$ cat src/rtl/lbd_pkg.sv
package lbd_pkg;

  localparam int unsigned LIT_BITS = 8;
  localparam int unsigned LEN_BITS = 4;
  localparam int unsigned LEN_BIAS = 3;
  localparam int unsigned COUNT_W  = 31;
  // copy length counter: at most 15 + LEN_BIAS bytes
  localparam int unsigned LEFT_W   = 5;

  localparam logic [1:0] STAT_OK    = 2'd0;
  localparam logic [1:0] STAT_OVER  = 2'd1;
  localparam logic [1:0] STAT_SHORT = 2'd2;

  typedef enum logic [2:0] {
    ST_IDLE,
    ST_PARSE,
    ST_CRD,
    ST_CEM,
    ST_FLUSH
  } lbd_state_t;

  typedef struct packed {
    logic [LIT_BITS-1:0] data;
    logic                is_status;
    logic [1:0]          status;
  } lbd_result_t;

  typedef struct packed {
    logic        push;
    logic        flush;
    lbd_result_t res;
  } lbd_stage_req_t;

  typedef struct packed {
    logic push_ok;
    logic flush_ok;
  } lbd_stage_stat_t;

endpackage

$ cat src/rtl/lbd_out_stage.sv
// Hold the newest result one slot back so run_end can be set once the
// sequencer knows whether another result follows in the same run.
module lbd_out_stage (
  input  logic                    clk,
  input  logic                    rst_n,
  input  lbd_pkg::lbd_stage_req_t req,
  output lbd_pkg::lbd_stage_stat_t stat,
  output logic                    out_tvalid,
  input  logic                    out_tready,
  output logic [7:0]              out_tdata,
  output logic [2:0]              out_tuser,
  output logic                    out_tlast
);

  logic                  stage_v_r;
  lbd_pkg::lbd_result_t  stage_r;
  logic                  out_v_r;
  lbd_pkg::lbd_result_t  out_r;
  logic                  last_r;
  logic                  out_free;

  assign out_free      = !out_v_r || out_tready;
  assign stat.push_ok  = !stage_v_r || out_free;
  assign stat.flush_ok = !stage_v_r || out_free;

  always_ff @(posedge clk) begin
    if (!rst_n) begin
      stage_v_r <= 1'b0;
      out_v_r   <= 1'b0;
    end else begin
      if (out_tready) begin
        out_v_r <= 1'b0;
      end
      if (req.push && stat.push_ok) begin
        // advance the held result, keep the new one back
        if (stage_v_r) begin
          out_v_r <= 1'b1;
          out_r   <= stage_r;
          last_r  <= 1'b0;
        end
        stage_r   <= req.res;
        stage_v_r <= 1'b1;
      end else if (req.flush && stat.flush_ok && stage_v_r) begin
        out_v_r   <= 1'b1;
        out_r     <= stage_r;
        last_r    <= 1'b1;
        stage_v_r <= 1'b0;
      end
    end
  end

  assign out_tvalid = out_v_r;
  assign out_tdata  = out_r.data;
  assign out_tuser  = {out_r.status, out_r.is_status};
  assign out_tlast  = last_r;

  ap_push_flush_excl: assert property (@(posedge clk) disable iff (!rst_n)
    req.push |-> !req.flush) else $error("push and flush together");
  ap_flush_empties: assert property (@(posedge clk) disable iff (!rst_n)
    req.flush && stat.flush_ok |=> !stage_v_r) else $error("flush left a held result");
  ap_last_has_valid: assert property (@(posedge clk) disable iff (!rst_n)
    $rose(stage_v_r) && !$past(out_v_r) |-> !out_v_r)
    else $error("output loaded from an empty hold slot");

endmodule

$ cat config.mk
export PLATFORM = sky130hd
export DESIGN_NAME = lbd_out_stage
export DESIGN_NICKNAME = d
export VERILOG_FILES = /design/src/rtl/lbd_pkg.sv /design/src/rtl/lbd_out_stage.sv
export SDC_FILE = /design/constraint.sdc
export NUM_CORES = 1
export LEC_CHECK = 0
export ABC_AREA = 1
export BUFFER_PORTS_ARGS = -buffer_cell sky130_fd_sc_hd__buf_2
export CAP_MARGIN = 25
export CORE_UTILIZATION = 45
export CTS_CLUSTER_DIAMETER = 150
export CTS_CLUSTER_SIZE = 30
export DETAILED_ROUTE_END_ITERATION = 8
export PLACE_DENSITY_LB_ADDON = 0.15
export SLEW_MARGIN = 25
export SYNTH_ARGS = -nofsm -noshare
export SYNTH_HDL_FRONTEND = slang
export SYNTH_SLANG_ARGS = --single-unit
export TNS_END_PERCENT = 10
$ cat constraint.sdc
create_clock -name clk -period 1.2 [get_ports clk]
set_input_delay 0.12 -clock clk [delete_from_list [all_inputs] [get_ports clk]]
set_output_delay 0.12 -clock clk [all_outputs]
set_load 0.01 [all_outputs]
# After elaboration in Yosys (flattened, before gate mapping)
# Index checks and enable logic that the tools add are counted.
totals:
  output_inout_bits: 15
  register_bits: 25
  input_bits: 16
op_classes:
  eq_ne: 1
  n_reduce_logical: 10
  n_mux: 12
ops:
  columns: ["op", "n"]
  rows:
  - ["11-bit two-way mux", 3]
  - ["1-bit two-way mux", 9]
  - ["1-bit logical AND", 3]
  - ["3-bit AND reduction", 1]
  - ["1-bit zero test", 2]
  - ["1-bit logical OR", 2]
  - ["2-bit != test, second input constant", 1]
  - ["2-bit AND reduction", 1]
  - ["2-bit nonzero test", 1]

# Logic depth before layout (Yosys ltp)
depth:
  ltp_word: 7
  ltp_mapped: 5
  depth_no_buf: 5

# Least setup slack after synthesis
# No wires, ideal clock.
synth_timing:
  path_kind: "flip-flop to flip-flop"
  from: "register out_v_r, in the netlist out_tvalid"
  to: "register stage_r[0] in the netlist's numbering, enable pin"
  setup_ps: 339
  period_less_slack_ps: 1178
  t_arrival_ps: 839
  stages_incl_launch_ff: 4
  path_slack_ps: 22
  required_time_ps: 861
  path_cell_list: "dfxtp_1 nand3_2 nand3_1 inv_1"
synth_rtl:
  columns: ["item", "line_no", "source"]
  rows:
  - ["from (decl)", "lbd_out_stage.sv:17", "logic out_v_r;"]
  - ["from (signal assigned)", "lbd_out_stage.sv:29", "out_v_r <= 1'b0;"]
  - ["from (signal assigned)", "lbd_out_stage.sv:32", "out_v_r <= 1'b0;"]
  - ["from (signal assigned)", "lbd_out_stage.sv:37", "out_v_r <= 1'b1;"]
  - ["to (signal assigned)", "lbd_out_stage.sv:41", "stage_r <= req.res;"]
  - ["to (decl)", "lbd_out_stage.sv:16", "lbd_pkg::lbd_result_t stage_r;"]

==> flow_metrics.py <==
metrics = {
    "run_status": {
        "status": "completed",
    },
    "global_routing": {
        "met3_usage_pct": 3.67,
        "grt_pass1_vias": 473,
        "grt-ovfl-total": 0,
        "grt_start_max_net_pins": 14,
        "grt.total_usage_pct": 14.3,
        "grt_use_met2_pct": 26.8,
        "grt_antenna_before_repair": 0,
        "busiest_layer": "met2",
        "use_met1_pct": 13.4,
        "grt_pass1_wl_um": 1850,
    },
    "setup_path": {
        "critPathMaxStageDelay_ns": 0.38,
        "crit_type": "register to output port",
        "crit_chain": "nand3_2 -> buf_2",
        "crit_required_ns": 1.08,
        "cp-start-kind": "register",
        "worst_path_max_delay_cell": "dfxtp_1",
        "cp_max_fo": 6,
        "arrival_ns": 1.00,
        "cp-end-kind": "output port",
    },
    "logic_synthesis": {
        "syn_area_per_cell_um2": 20.3,
        "netlist_area_um2": 811,
        "yosysUniqueCellTypes": 11,
        "ys.flop_type": "edfxtp_1",
        "synth_top_area_share_pct": 85.2,
        "async_flop_share_pct": 0,
        "synth_edf_count": 23,
        "synth_seq_cells": 25,
        "synth_commonest_cells": "edfxtp_1, nand2_1, dfxtp_1, inv_1, nand3_1",
        "netlist_top_cells_area": "edfxtp_1, dfxtp_1, nand2_1",
        "synth_most_common_cell": "edfxtp_1",
        "synth_top_cell_by_area": "edfxtp_1",
        "synthCells": 40,
        "ys_seq_area_share_pct": 90.1,
        "synthesis.nets": 56,
        "yosysWarnings": 0,
    },
    "power": {
        "p_sw_w": 0.000277,
        "irDropWorstVdd_mv": 0.973,
        "pwr-share-clk_pct": 23.6,
        "leakage_nw": 0.465,
        "power_frac_comb_pct": 7.9,
        "intPower_w": 0.00118,
        "switching_share_pct": 19.0,
        "pwr-share-seq_pct": 68.5,
        "power_density_nw_per_um2": 1280,
    },
    "floorplanning": {
        "die_h_um": 44.4,
        "rows": 14,
        "ios": 31,
        "initial_utilization_pct": 50.9,
        "die_area_um2": 1980,
        "coreArea_um2": 1590,
        "fp.dieW_um": 44.4,
    },
    "sta": {
        "hold_violations": 0,
        "tightest_slew_ns": 0.244,
        "fmaxAchievable_mhz": 892,
        "slew_violations": 0,
        "fin_skew_ns": 0.00186,
        "slew_headroom_pct": 83.7,
        "post-route-min-period_ns": 1.12,
        "setup_slack_ns": 0.0787,
        "setup_violations": 0,
        "finalCritPeriodShare_pct": 93.4,
        "fin_tns_setup_ns": 0,
        "grt_setup_unrepaired": "false",
    },
    "route": {
        "wl_per_cell_um": 11.3,
        "route.vias.total": 460,
        "drtPass1Iterations": 4,
        "routed_wl_um": 1240,
        "dr.first_iter.drc_count": 14,
        "final_antenna_net_count": 0,
        "viasPerCell": 4.22,
        "drc": 0,
    },
    "cells_and_area": {
        "finish.utilization_pct": 71.5,
        "drive_gt1_share_pct": 44.7,
        "final_area_um2": 1140,
        "fillerInstances": 109,
        "nets": 102,
        "final_cells": 109,
        "antennaDiodeCount": 0,
        "area_growth_pct": 40.6,
    },
    "cts": {
        "cts_tree": "yes",
        "cts.path.max_buffers": 2,
        "root_buffer": "clkbuf_4",
        "cts_buffers": 3,
        "cts_setup_buffers": 0,
        "clkSinkCount": 25,
        "cts_resized": 0,
        "htree_levels": 1,
        "clock_latency_ns": 0.30,
        "path_clk_slew_ns": 0.12,
        "hold_buffers": 11,
    },
    "place": {
        "placed_area_um2": 1000,
        "routabilityCongestion": 0.694,
        "place_ws_ns": 0.0941,
        "port_buffers": 30,
        "post-place-cells": 94,
    },
    "flow_run": {
        "drv_cap": 0,
    },
    "min_path": {
        "min-delay-path-class": "input port to register",
    },
}
[critical path, delay by kind of cell, from the launching register on]
family | cells | cell delay (ns)
buf+inv | 1 | 0.18
flops | 1 | 0.38
simple gates | 1 | 0.15
[power groups by stage]
stage	clock network [W]	registers, W	logic, W
detailed placement	0	0.00102	0.0000875
finish	0.000344	0.00100	0.000116
CTS	0.000360	0.00100	0.000115
floorplan	0	0.00103	0.0000257
global route	0.000394	0.00100	0.000126
global placement	0	0.00102	0.0000861
[cells in the final DEF (no fill, tap or decap)]
master,netlist,routed
buf_12,0,1
nand2_2,1,1
edfxtp_1,23,23
inv_2,1,1
clkbuf_4,0,3
inv_1,2,2
dlygate4sd3_1,0,11
nand2_1,5,5
o211ai_2,1,1
clkbuf_1,0,1
buf_2,0,30
clkinv_1,1,1
nand3_2,1,1
dfxtp_1,2,2
nand3_1,2,2
[state kept, by name (all words and copies together) (netlist names)]
register	flops
out_tdata	8
out_tlast	1
out_tuser	3
out_tvalid	1
stage_r	11
stage_v_r	1
[final cells by class]
cell class                      count  area [um^2]  area share, %
Multi-Input combinational cell     10         57.6           5.05
Timing Repair Buffer               42          280           24.6
Inverter                            4         15.0           1.32
Clock buffer                        4         26.3           2.31
Sequential cell                    25          731           64.1
Tap cell                           24         30.0           2.63
[metal layers]
metal | vias up | share of wire, %
met2 | 16 | 55
met5 | - | 0
met3 | 2 | 3.6
met4 | 0 | 0.81
li1 | 234 | -
met1 | 208 | 40
[through the flow]
step                hold WS (ns)  total power, W
floorplan                  0.219         0.00105
global placement           0.297         0.00110
detailed placement         0.298         0.00111
CTS                       0.0813         0.00148
global route              0.0826         0.00152
finish                    0.0935         0.00146
[final timing paths]
kind	start	to	slack, ns	cells past startpoint
worst min-delay path	rst_n	out_tvalid	0.09	3
worst max-delay path	out_tvalid	stat[1]	0.08	2
worst max register to register	out_tvalid	out_tdata[3]	0.09	3
worst min register to register	stage_r[4]	out_tdata[1]	0.43	0
[cells by family (layout without fill, tap and decap cells)]
logic type	count (synthesis)	after routing	synth area share, %
flops	25	25	90.1
simple gates	9	9	5.56
buf+inv	5	50	2.78
compound gates	1	1	1.54
Power figures use the tool's default switching activity.
